### src/design/sepc_pkg.sv
`default_nettype none

package sepc_pkg;

	// Store sizes in 16-bit words; both are powers of two
	localparam int CART_WORDS     = 1024;
	localparam int INTERNAL_WORDS = 256;
	localparam int CART_AW        = $clog2(CART_WORDS);
	localparam int INT_AW         = $clog2(INTERNAL_WORDS);
	localparam int CLR_WORDS      = (CART_WORDS > INTERNAL_WORDS) ? CART_WORDS : INTERNAL_WORDS;
	localparam int CLR_AW         = $clog2(CLR_WORDS);

	localparam int NUM_SLOTS = 10;
	localparam int WORD_W    = 16;
	localparam int ADDR_W    = 10;
	localparam int CMD_W     = 4;
	localparam int KIND_W    = 2;
	localparam int PADDR_W   = 2;
	localparam int PDATA_W   = 32;

	typedef enum logic {
		OP_READ  = 1'b0,
		OP_WRITE = 1'b1
	} op_t;

	typedef enum logic [3:0] {
		SLOT_BA = 4'd0,
		SLOT_BB = 4'd1,
		SLOT_BC = 4'd2,
		SLOT_BD = 4'd3,
		SLOT_BE = 4'd4,
		SLOT_C4 = 4'd5,
		SLOT_C5 = 4'd6,
		SLOT_C6 = 4'd7,
		SLOT_C7 = 4'd8,
		SLOT_C8 = 4'd9
	} slot_t;

	// Cartridge store kinds; the fourth code behaves as no store
	localparam logic [KIND_W-1:0] KIND_NONE = 2'd0;
	localparam logic [KIND_W-1:0] KIND_1K   = 2'd1;
	localparam logic [KIND_W-1:0] KIND_16K  = 2'd2;

	localparam logic [PADDR_W-1:0] REG_EEPROM_KIND = 2'd0;

	localparam logic [7:0] PORT_BA = 8'hBA;
	localparam logic [7:0] PORT_BB = 8'hBB;
	localparam logic [7:0] PORT_BC = 8'hBC;
	localparam logic [7:0] PORT_BD = 8'hBD;
	localparam logic [7:0] PORT_BE = 8'hBE;
	localparam logic [7:0] PORT_C4 = 8'hC4;
	localparam logic [7:0] PORT_C5 = 8'hC5;
	localparam logic [7:0] PORT_C6 = 8'hC6;
	localparam logic [7:0] PORT_C7 = 8'hC7;
	localparam logic [7:0] PORT_C8 = 8'hC8;

	localparam logic [7:0] BE_WRITE        = 8'h20;
	localparam logic [7:0] BE_READ         = 8'h10;
	localparam logic [7:0] CTL_PROTECT     = 8'h40;
	localparam logic [7:0] CTL_WRITE       = 8'h20;
	localparam logic [7:0] CTL_READ        = 8'h10;
	localparam logic [7:0] DONE_WRITE      = 8'h02;
	localparam logic [7:0] DONE_READ       = 8'h01;
	localparam logic [7:0] KIND1_ADDR_MASK = 8'h3F;

	localparam logic [CMD_W-1:0] CMD_SPECIAL   = 4'hC;
	localparam logic [CMD_W-1:0] CMD_PROTECT   = 4'h0;
	localparam logic [CMD_W-1:0] CMD_UNPROTECT = 4'h3;
	localparam logic [CMD_W-1:0] CMD_WRITE     = 4'h4;

	typedef struct packed {
		logic  hit;
		slot_t slot;
	} slot_dec_t;

	typedef struct packed {
		op_t        op;
		logic       hit;
		slot_t      slot;
		logic [7:0] data;
	} item_t;

	typedef struct packed {
		logic [NUM_SLOTS-1:0][7:0] port_bytes;
		logic [ADDR_W-1:0]         addr;
		logic [CMD_W-1:0]          cmd;
		logic                      we;
		logic                      int_we;
		logic [WORD_W-1:0]         int_wdata;
		logic                      cart_we;
		logic [WORD_W-1:0]         cart_wdata;
		logic [7:0]                result;
	} upd_t;

	function automatic slot_dec_t decode_port(input logic [7:0] port);
		slot_dec_t d;
		d.hit = 1'b1;
		d.slot = SLOT_BA;
		unique case (port)
			PORT_BA: d.slot = SLOT_BA;
			PORT_BB: d.slot = SLOT_BB;
			PORT_BC: d.slot = SLOT_BC;
			PORT_BD: d.slot = SLOT_BD;
			PORT_BE: d.slot = SLOT_BE;
			PORT_C4: d.slot = SLOT_C4;
			PORT_C5: d.slot = SLOT_C5;
			PORT_C6: d.slot = SLOT_C6;
			PORT_C7: d.slot = SLOT_C7;
			PORT_C8: d.slot = SLOT_C8;
			default: d.hit = 1'b0;
		endcase
		return d;
	endfunction

	// Keep only the special bits when any of them is set
	function automatic logic [CMD_W-1:0] reduce_command(input logic [CMD_W-1:0] c);
		return ((c & CMD_SPECIAL) != '0) ? (c & CMD_SPECIAL) : c;
	endfunction

endpackage

`default_nettype wire

### src/design/sepc_exec.sv
`default_nettype none

module sepc_exec import sepc_pkg::*; (
	input  wire item_t                     item,
	input  wire logic [KIND_W-1:0]         kind,
	input  wire logic [NUM_SLOTS-1:0][7:0] port_bytes,
	input  wire logic [ADDR_W-1:0]         addr,
	input  wire logic [CMD_W-1:0]          cmd,
	input  wire logic                      we,
	input  wire logic [WORD_W-1:0]         int_rdata,
	input  wire logic [WORD_W-1:0]         cart_rdata,
	output upd_t                           upd
);

	logic [7:0]        data;
	logic              cart;
	logic [WORD_W-1:0] cart_word;

	assign cart = (kind == KIND_1K) || (kind == KIND_16K);

	always_comb begin
		data = item.data;
		cart_word = cart_rdata;
		upd.port_bytes = port_bytes;
		upd.addr = addr;
		upd.cmd = cmd;
		upd.we = we;
		upd.int_we = 1'b0;
		upd.int_wdata = {port_bytes[SLOT_BB], port_bytes[SLOT_BA]};
		upd.cart_we = 1'b0;
		upd.cart_wdata = {port_bytes[SLOT_C4], port_bytes[SLOT_C5]};
		upd.result = '0;
		if (item.hit) begin
			if (item.op == OP_WRITE) begin
				case (item.slot)
					SLOT_BE: begin
						if ((data & BE_WRITE) != '0) begin
							upd.int_we = 1'b1;
							data = data | DONE_WRITE;
						end else if ((data & BE_READ) != '0) begin
							upd.port_bytes[SLOT_BA] = int_rdata[7:0];
							upd.port_bytes[SLOT_BB] = int_rdata[15:8];
							data = data | DONE_READ;
						end
					end
					SLOT_C6: begin
						if (kind == KIND_1K) begin
							upd.addr = ADDR_W'(data & KIND1_ADDR_MASK);
							upd.cmd = reduce_command(data[7:4]);
						end else if (kind == KIND_16K) begin
							upd.addr = {addr[9:8], data};
						end
					end
					SLOT_C7: begin
						if (kind == KIND_16K) begin
							upd.addr = {data[1:0], addr[7:0]};
							upd.cmd = reduce_command(data[3:0]);
						end
					end
					SLOT_C8: begin
						if (cart) begin
							if ((data & CTL_PROTECT) != '0) begin
								if (cmd == CMD_PROTECT) begin
									upd.we = 1'b0;
								end else if (cmd == CMD_UNPROTECT) begin
									upd.we = 1'b1;
								end
							end
							if ((data & CTL_WRITE) != '0 && upd.we && cmd == CMD_WRITE) begin
								upd.cart_we = 1'b1;
								cart_word = upd.cart_wdata;
								data = data | DONE_WRITE;
							end
							// a read in the same request sees the word just written
							if ((data & CTL_READ) != '0) begin
								upd.port_bytes[SLOT_C4] = cart_word[15:8];
								upd.port_bytes[SLOT_C5] = cart_word[7:0];
								data = data | DONE_READ;
							end
						end
					end
					default: begin
					end
				endcase
				upd.port_bytes[item.slot] = data;
			end
			upd.result = upd.port_bytes[item.slot];
		end
	end

endmodule

`default_nettype wire

### config.mk
export PLATFORM = sky130hd
export DESIGN_NAME = sepc_exec
export DESIGN_NICKNAME = d
export VERILOG_FILES = /design/src/design/sepc_pkg.sv /design/src/design/sepc_exec.sv
export SDC_FILE = /design/constraint.sdc
export NUM_CORES = 1
export LEC_CHECK = 0
export ABC_CLOCK_PERIOD_IN_PS = 3200
export BUFFER_PORTS_ARGS = -buffer_cell sky130_fd_sc_hd__buf_2
export CAP_MARGIN = 10
export CORE_AREA = 5 5 105 107
export DETAILED_ROUTE_END_ITERATION = 16
export DIE_AREA = 0 0 110 112
export GPL_TIMING_DRIVEN = 0
export PLACE_DENSITY = 0.77
export SYNTH_ARGS = -nofsm -noshare
export SYNTH_HDL_FRONTEND = slang
export SYNTH_SLANG_ARGS = --single-unit
### constraint.sdc
create_clock -name vclk -period 3.2
set_input_delay 0.64 -clock vclk [all_inputs]
set_output_delay 0.64 -clock vclk [all_outputs]
set_load 0.05 [all_outputs]
**Word level (Yosys, flattened, before mapping)**

Cells that the tools add are included.

- Output and inout port bits: 137
- Bits in registers: 0

- Eq/ne operators: 8
- Muxes and demuxes: 55
- Reductions and logical operators: 7
- Magnitude comparators: 2

Operators by type and width:

| cell | count |
|---|---|
| $mux W96 | 3 |
| $mux W16 | 11 |
| $mux W8 | 11 |
| $bwmux W80 | 1 |
| $bmux W8 S4 | 1 |
| $demux W8 S4 | 1 |
| $pmux W14 S2 | 1 |
| $mux W1 | 16 |
| $pmux W8 S2 | 1 |
| $mux W14 | 1 |
| $eq A4 B3 Y1 const B | 3 |
| $mux W10 | 1 |
| $mux W5 | 2 |
| $eq A4 B4 Y1 const B | 2 |
| $reduce_bool A4 Y1 | 2 |
| $mux W2 | 3 |
| $mux W6 | 1 |
| $lt A4 B5 Y1 const B | 1 |
| $eq A4 B2 Y1 const B | 1 |
| $ge A4 B1 Y1 const B | 1 |
| $logic_not A4 Y1 | 1 |
| $mux W4 | 1 |
| $logic_and A1 B1 Y1 | 3 |
| $eq A2 B1 Y1 const B | 1 |
| 2 further kinds | 2 |

**Depth between registers and ports, before layout**

Gate-level depths: netlist of run 1.

- Word-level depth: 26
- Mapped depth: 9

**Worst setup path after synthesis of run 1**

Ideal clock, no wire load.

- Kind: input-to-output
- From: input item[13] (netlist name)
- To: output upd[44] (netlist name)
- Arrival time: 3.290 ns
- Buffers on the path: 2
- Setup slack: -0.730 ns
- Cell stages on the path: 6
- Cells stage by stage: buf_2 -> and2_1 -> clkbuf_1 -> and3_1 -> nand2_1 -> o311ai_0

RTL lines:

| what | RTL line | source |
|---|---|---|
| start: declaration | sepc_exec.sv:4 | `input wire item_t item,` |
| end: declaration | sepc_exec.sv:12 | `output upd_t upd` |

==> results of run 1 <==
==> where the power goes <==
part	total (mW)	switching, mW	internal [mW]
Combinational	1.15	0.791	0.361
Sequential	0	0	0
Clock	0	0	0
==> cell usage after synthesis, types with 5 or more instances <==
master     instances  area [sq um]
buf_2             22           110
o22ai_1           44           275
nand3_1           12          60.1
o21ai_0           39           195
a211oi_1          11          82.6
nand4_1            5          31.3
nand2_1           58           218
mux2_2            41           462
a31oi_1           11          68.8
clkbuf_1          33           124
buf_4             34           255
nor4_1             5          31.3
and2_1             6          37.5
inv_1             11          41.3
nor2_1            81           304
a221oi_1           6          52.6
mux2i_1           15           150
o2111ai_1          5          43.8
nor2b_1            5          31.3
o211ai_1           7          52.6
a21oi_1           63           315
nor3_1             8          40.0
nand2b_1           6          37.5
==> logic make-up after synthesis <==
| kind of cell | after synthesis |
|---|---|
| AO/OA/AOI/OAI | 225 |
| buffers and inverters | 104 |
| adder cells (fa/ha/maj) | 2 |
| AND/OR/NAND/NOR | 212 |
| multiplexers | 58 |
==> metal layers <==
| metal | track usage (%) | vias up | share of wire [%] |
|---|---|---|---|
| met5 | 0 | - | 0 |
| met2 | 54.2 | 487 | 46 |
| met1 | 44.5 | 2860 | 38 |
| met4 | 8.89 | 0 | 3.7 |
| li1 | - | 2814 | - |
| met3 | 6.26 | 69 | 12 |
==> final timing paths <==
| path | end | start | cells after the start |
|---|---|---|---|
| worst min-delay path | upd[56] | addr[9] | 4 |
| worst max-delay path | upd[6] | item[13] | 8 |
==> what timing repair did <==
action / 4_1_cts / 5_1_grt
gates resized for setup: 52 / 120
endpoints found under the setup margin: 69 / 79
pin swaps: 6 / 21
setup buffers: 8 / 7
endpoints found under the hold margin: 0 / 0
==> area by class of cell <==
cell class | instances | area, sq um | area share [%]
buffer | 88 | 601 | 9.95
inverter | 12 | 50.0 | 0.829
multi-input combinational | 497 | 3600 | 59.7
tap | 136 | 170 | 2.82
timing repair buffer | 293 | 1610 | 26.7
==> worst max-delay path: stages <==
cell	delay (ns)
buf_2	0.19
clkbuf_4	0.28
buf_4	0.24
clkbuf_4	0.28
mux2i_1	0.32
nand3_1	0.19
a31oi_2	0.24
buf_6	0.19
==> through the flow <==
step                hold WS (ns)  cell area (sq um)  utilization [%]  instances  TNS, ns
CTS                         1.66               5600             55.7       1021   -0.374
global placement            1.66               5400             53.7       1015   -13.46
floorplan                   1.45               3840                -        601   -0.678
detailed placement          1.66               5400             53.7       1015   -13.05
finish                      1.66               6030             60.1       1026  -0.0326
global route                1.69               6030             60.1       1026   -0.230
==> summary.md, run 1 <==
| Metric | Value |
|---|---|
| Post-CTS Hold Buffers | `0` |
| WL per Instance | `about 22 um` |
| Final Cycle Share | `101%` |
| First-pass GRT wire length | `around 33000 um` |
| DR iter-0 viols | `849` |
| GPL Wtd Cong | `1.04` |
| Mapped Cells | `601` |
| P per Cell Area | `191 mW/mm^2` |
| Commonest non-fill, non-tap cell in the layout | `buf_2` |
| Chip Width | `110 um` |
| Total wire length | `22300 um` |
| # setup viols final | `1` |
| Worst slew pin tran | `roughly 0.87 ns` |
| Post-DR vias/cell | `6.07` |
| Final-layout clock buffer total | `0` |
| Worst setup EP type | `output port` |
| Largest family of logic cells by synthesized area | `compound AO/OA/AOI/OAI gates` |
| DRC violations left | `0` |
| Pwr Total | `around 1.2 mW` |
| Startpoint types | `primary input` |
| Fmax | `0.309 GHz` |
| Xor/xnor cell area share of the yosys netlist | `0%` |
| Share of cells above drive strength 1 | `~57%` |
| Register area share after synthesis | `0%` |
| Worst Slack Setup Final | `-0.0326 ns` |
| Initial core utilization | `a little over a third` |
| Pre-CTS setup slack | `-0.450 ns` |
| Core ar. | `0.0100 sq mm` |
| Post-synthesis adder-cell area fraction | `0.684%` |
| Leak | `2.71 nW` |
| Detail Route Antenna Nets | `0` |
| Final hold vios | `0` |
| Global Route Usage Sum | `33.3%` |
| # nets final | `between 1000 and 1500` |
| Mux cell area share after synthesis | `17.3%` |
| Yosys warns | `0` |
| Arr. time, crit path | `roughly 2.6 ns` |
| Fillers | `1008` |
| Drt first pass iters | `5` |
| Netlist cell types | `68` |
| Syn_area_per_cell | `approximately 6.1 sq um` |
| Via count | `6230` |
| Max Cap Viol | `0` |
| Commonest non-fill, non-tap cells in the layout | `buf_2 (257), nor2_1 (78), buf_4 (66), nand2_1 (53), mux2_2 (41)` |
| Die height | `112 um` |
| Detail Placement HPWL | `around 17000 um` |
| Slew Limit Fails | `0` |
| N_diodes | `0` |
| HP Class | `primary input to output port` |
| Outcome | `finished, violations left` |
| Vias in the first global route | `5852` |
| Critical path class | `primary input to output port` |
| Worst VDD drop | `~0.00011 V` |
| Post-synthesis compound-gate area fraction | `39.4%` |
| Area added between synthesis and finish | `64.9%` |
| Die Footprint | `0.0123 sq mm` |
| Crit-path max FO | `10` |
| Register area | `0 sq um` |
| Std cell rows | `37` |
| Violated checks | `negative setup slack` |
| Seq_cells | `0` |
| Final min period | `between 3 and 4 ns` |
| Total nets after synthesis | `746` |
| Initial antenna violation count | `0` |
| Mapped Area | `0.00366 sq mm` |
| CP required | `2.56 ns` |
| Slew headroom | `a little over two fifths` |
| Total grt overflow | `0` |
| Ports | `280` |
| Number of port buffers | `~280` |
| Synth Area in Simple Gates | `27.5%` |
| RSZ-0062 raised after global routing | `yes` |
| Largest net degree at the start of global routing | `11` |
(Power assumes the default switching activity.)
==> run 2: changes to the inputs <==
- PLACE_DENSITY: 0.77 -> 0.78
==> summary.md, run 2 (synthesized netlist as in run 1, its figures left out) <==
| Metric | Value |
|---|---|
| Outcome | `complete, no violations (was finished, violations left)` |
| RSZ-0062 raised after global routing | `yes (unchanged)` |
| Largest net degree at the start of global routing | `11 (unchanged)` |
| CP max stage cell | `ha_2 (was mux2i_1)` |
| Initial core utilization | `36.4% (unchanged)` |
| Final min period | `3.19 ns (was 3.23 ns)` |
| Final-layout clock buffer total | `0 (unchanged)` |
| P per Cell Area | `192 mW/mm^2 (was 191 mW/mm^2)` |
| Die height | `112 um (unchanged)` |
| Slew headroom | `42.1% (about the same)` |
| Std cell rows | `37 (unchanged)` |
| Arr. time, crit path | `2.55 ns (was 2.59 ns)` |
| Total wire length | `22800 um (was 22300 um)` |
| Worst setup EP type | `output port (unchanged)` |
| Drt first pass iters | `6 (was 5)` |
| Post-CTS Hold Buffers | `0 (unchanged)` |
| DP Area | `0.00540 sq mm (unchanged)` |
| GPL Wtd Cong | `1.00 (was 1.04)` |
| First-pass GRT wire length | `33300 um (was 32600 um)` |
| Seq_cells | `0 (unchanged)` |
| Share of cells above drive strength 1 | `56.0% (was 56.7%)` |
| Register area | `0 sq um (unchanged)` |
| # nets final | `1032 (was 1037)` |
| CP required | `2.56 ns (about the same)` |
| WL per Instance | `22.3 um (was 21.8 um)` |
| Vias in the first global route | `6005 (was 5852)` |
| Core ar. | `0.0100 sq mm (unchanged)` |
| Worst slew pin tran | `0.869 ns (was 0.868 ns)` |
| DR iter-0 viols | `757 (was 849)` |
| Area added between synthesis and finish | `61.4% (was 64.9%)` |
| HP Class | `primary input to output port (unchanged)` |
| Max Cap Viol | `0 (unchanged)` |
| CP peak stage delay | `0.30 ns (was 0.32 ns)` |
| Crit-path max FO | `3 (was 10)` |
| CP Cell Sequence | `buf_2 -> inv_1 -> ha_2 -> nor4bb_1 -> o21ai_1 -> o21a_1 -> o41ai_1 -> a211oi_1 -> a211oi_2 -> buf_6 (was buf_2 -> clkbuf_4 -> buf_4 -> clkbuf_4 -> mux2i_1 -> nand3_1 -> a31oi_2 -> buf_6)` |
| Commonest non-fill, non-tap cell in the layout | `buf_2 (unchanged)` |
| DRC violations left | `0 (unchanged)` |
| Slew Limit Fails | `0 (unchanged)` |
| Critical path class | `primary input to output port (unchanged)` |
| Worst VDD drop | `0.000137 V (was 0.000105 V)` |
| Startpoint types | `primary input (unchanged)` |
| Final Cycle Share | `99.8% (was 101%)` |
| Leak | `2.68 nW (was 2.71 nW)` |
| Global Route Usage Sum | `34.4% (was 33.3%)` |
| Design Area, Final | `0.00590 sq mm (was 0.00603 sq mm)` |
| Post-placement cell count | `1015 (unchanged)` |
| Final hold vios | `0 (unchanged)` |
| Chip Width | `110 um (unchanged)` |
| N_diodes | `0 (unchanged)` |
| Post-DR vias/cell | `6.07 (about the same)` |
| Non-Filler Instances | `1021 (was 1026)` |
| Detail Placement HPWL | `17500 um (was 17200 um)` |
| # setup viols final | `0 (was 1)` |
| Fmax | `0.313 GHz (was 0.309 GHz)` |
| Ports | `280 (unchanged)` |
| Total grt overflow | `0 (unchanged)` |
| Detail Route Antenna Nets | `0 (unchanged)` |
| Die Footprint | `0.0123 sq mm (unchanged)` |
| Commonest non-fill, non-tap cells in the layout | `buf_2 (267), nor2_1 (78), buf_4 (55), nand2_1 (53) (was buf_2 (257), nor2_1 (78), buf_4 (66), nand2_1 (53), mux2_2 (41))` |
| Via count | `6195 (was 6230)` |
| Initial antenna violation count | `0 (unchanged)` |
| Number of port buffers | `278 (unchanged)` |
[run 2: timing repair]
item                       in CTS  in global routing
pin swaps                       9                 12
setup buffers                   6                  4
resized for setup              71                 71
hold endpoints to repair        0                  0
cloned                          0                  0
setup endpoints to repair      71                 86
[run 2: cell type report]
class              instances  area (sq um)
inverters                 12          50.0
multi-input cells        497          3540
well taps                136           170
fillers                 1028          4140
repair buffers           288          1560
plain buffers             88           583
[run 2: metrics by stage]
stage / TNS [ns] / hold WS [ns] / setup slack [ns] / util [%] / power (mW)
after global placement: -15.39 / 1.66 / -0.509 / 53.7 / 1.04
after detailed placement: -14.18 / 1.66 / -0.496 / 53.7 / 1.04
after global routing: -0.138 / 1.69 / -0.0881 / 58.8 / 1.18
after CTS: -0.00723 / 1.66 / -0.00723 / 56.4 / 1.08
final: 0 / 1.66 / 0.00607 / 58.8 / 1.13
after floorplan: -0.678 / 1.45 / -0.250 / - / 0.711
[run 2: final timing paths]
path | start | slack (ns) | endpoint | depth (start not counted)
worst max-delay path | kind[0] | 0.006 | upd[0] | 10
worst min-delay path | addr[9] | 1.66 | upd[56] | 4
[run 2: per-layer routing]
layer,track usage [%],share of wire (%),vias to the layer above
li1,-,-,2799
met1,44.5,38,2871
met2,55.7,46,446
met3,6.43,11,79
met4,13.0,4.7,0
met5,0,0,-
[run 2: power breakdown]
part	total (mW)	switching, mW	internal (mW)
Combinational	1.13	0.787	0.346
Sequential	0	0	0
Clock	0	0	0
Total	1.13	0.787	0.346
[run 2: critical path, delay by kind of cell]
| family | cells | cell delay (ns) |
|---|---|---|
| AOI/OAI and AO/OA | 5 | 0.95 |
| adders and majority gates | 1 | 0.30 |
| buffers and inverters | 3 | 0.36 |
| and+or+nand+nor | 1 | 0.30 |
==> run 3: changes to the inputs <==
- ABC_CLOCK_PERIOD_IN_PS: 3200 -> 3450
- clock period: 3.2 -> 3.45 ns (I/O delays scaled with it)
==> summary.md, run 3 (synthesized netlist as in run 1, its figures left out) <==
| Metric | Value |
|---|---|
| Initial antenna violation count | `2 (was 0)` |
| Outcome | `finished, violations left (was complete, no violations)` |
| Slew Limit Fails | `0 (unchanged)` |
| Arr. time, crit path | `2.78 ns (was 2.55 ns)` |
| Final-layout clock buffer total | `0 (unchanged)` |
| Leak | `2.59 nW (was 2.68 nW)` |
| WL per Instance | `21.9 um (was 22.3 um)` |
| Detail Route Antenna Nets | `0 (unchanged)` |
| Commonest non-fill, non-tap cells in the layout | `buf_2 (271), nor2_1 (79), a21oi_1 (62), buf_4 (55), nand2_1 (54) (was buf_2 (267), nor2_1 (78), buf_4 (55), nand2_1 (53))` |
| Ports | `280 (unchanged)` |
| Total wire length | `22400 um (was 22800 um)` |
| Std cell rows | `37 (unchanged)` |
| Max Cap Viol | `0 (unchanged)` |
| Final min period | `3.47 ns` |
| CP required | `2.76 ns (was 2.56 ns)` |
| Internal Power | `0.295 mW (was 0.346 mW)` |
| GPL Wtd Cong | `0.998 (was 1.00)` |
| Die height | `112 um (unchanged)` |
| DRC violations left | `0 (unchanged)` |
| Crit-path max FO | `10 (was 3)` |
| Final Cycle Share | `101%` |
| Largest net degree at the start of global routing | `11 (unchanged)` |
| Via count | `6173 (was 6195)` |
| Die Footprint | `0.0123 sq mm (unchanged)` |
| Detail Placement HPWL | `17600 um (was 17500 um)` |
| Worst VDD drop | `0.0000953 V (was 0.000137 V)` |
| # setup viols final | `2 (was 0)` |
| Violated checks | `negative setup slack` |
| Hold path cells | `4 (unchanged)` |
| Final hold slack | `1.77 ns (was 1.66 ns)` |
| Post-CTS Hold Buffers | `0 (unchanged)` |
| Pre-CTS setup slack | `-0.287 ns (was -0.496 ns)` |
| DR iter-0 viols | `741 (was 757)` |
| First-pass GRT wire length | `32700 um (was 33300 um)` |
| Post-DR vias/cell | `6.02 (was 6.07)` |
| Share of cells above drive strength 1 | `49.2% (was 56.0%)` |
| HP Class | `primary input to output port (unchanged)` |
| Number of port buffers | `278 (unchanged)` |
| Psw | `0.703 mW (was 0.787 mW)` |
| Final hold vios | `0 (unchanged)` |
| Logic pwr share | `100.0% (about the same)` |
| TNS Setup | `-0.0266 ns (was 0 ns)` |
| Register area | `0 sq um (unchanged)` |
| Design Area, Final | `0.00554 sq mm (was 0.00590 sq mm)` |
| Total grt overflow | `0 (unchanged)` |
| Commonest non-fill, non-tap cell in the layout | `buf_2 (unchanged)` |
| # nets final | `1035 (was 1032)` |
| Worst Slack Setup Final | `-0.0195 ns (was 0.00607 ns)` |
| Drt first pass iters | `6 (unchanged)` |
| Post-Route M1 WL | `8620 um (was 8750 um)` |
| Seq_cells | `0 (unchanged)` |
| RSZ-0062 raised after global routing | `yes (unchanged)` |
| Clock Power Share | `0% (about the same)` |
| Critical path class | `primary input to output port (unchanged)` |
| Area added between synthesis and finish | `51.4% (was 61.4%)` |
| Chip Width | `110 um (unchanged)` |
| WL met3 | `2620 um (was 2570 um)` |
| Sw frac | `70.4% (was 69.5%)` |
| Slew headroom | `42.1% (about the same)` |
| Startpoint types | `primary input (unchanged)` |
| WL met2 | `10400 um (about the same)` |
| Worst slew pin tran | `0.869 ns (about the same)` |
| Global Route Usage Sum | `33.6% (was 34.4%)` |
| Vias in the first global route | `5919 (was 6005)` |
| Fmax | `between 0.2 and 0.3 GHz` |
| Initial core utilization | `36.4% (unchanged)` |
| P per Cell Area | `180 mW/mm^2 (was 192 mW/mm^2)` |
| Core ar. | `0.0100 sq mm (unchanged)` |
| Seq pwr share | `0% (about the same)` |
| Top sig layer | `met4 (unchanged)` |
| DP Area | `0.00524 sq mm (was 0.00540 sq mm)` |
| Worst setup EP type | `output port (unchanged)` |
| Final core occ | `55.1% (was 58.8%)` |
run 3: stage by stage:
step           cells  power (mW)
2_1_floorplan    601       0.639
3_3_place_gp    1015       0.945
3_5_place_dp    1015       0.945
4_1_cts         1018       0.961
5_1_grt         1026        1.04
6_report        1026       0.998
run 3: worst paths after layout:
| kind | startpoint | end | slack, ns |
|---|---|---|---|
| setup / recovery | item[8] | upd[7] | -0.02 |
| hold / removal | addr[8] | upd[55] | 1.77 |
run 3: worst max-delay path, cell delays in order:
cell and delay [ns]:
buf_2 0.11, buf_4 0.20, buf_4 0.24, buf_2 0.27
o21ai_0 0.13, o311a_1 0.15, nor4_1 0.28, a31oi_2 0.22
o211ai_1 0.21, clkbuf_4 0.26
run 3: metal layers:
metal	GRT usage, %	up-vias
li1	-	2795
met2	54.9	501
met1	45.2	2815
met5	0	-
met4	10.6	0
met3	4.17	62
run 3: what timing repair did:
action / CTS / global route
setup buffers: 4 / 6
gates resized for setup: 23 / 64
gates cloned: 0 / 0
endpoints found under the setup margin: 48 / 65
pin swaps: 3 / 6
run 3: area by class of cell:
| type | count | area [sq um] |
|---|---|---|
| Multi-Input combinational cell | 497 | 3240 |
| Timing Repair Buffer | 288 | 1520 |
| Buffer | 91 | 554 |
| Antenna cell | 2 | 5.00 |
| Fill cell | 1108 | 4510 |
| Inverter | 12 | 50.0 |
| Tap cell | 136 | 170 |
run 3: power groups by stage:
stage	logic, mW	registers (mW)	clock network (mW)
2_1_floorplan	0.639	0	0
3_3_place_gp	0.945	0	0
3_5_place_dp	0.945	0	0
4_1_cts	0.961	0	0
5_1_grt	1.04	0	0.0000000776
6_report	0.998	0	0.0000000778
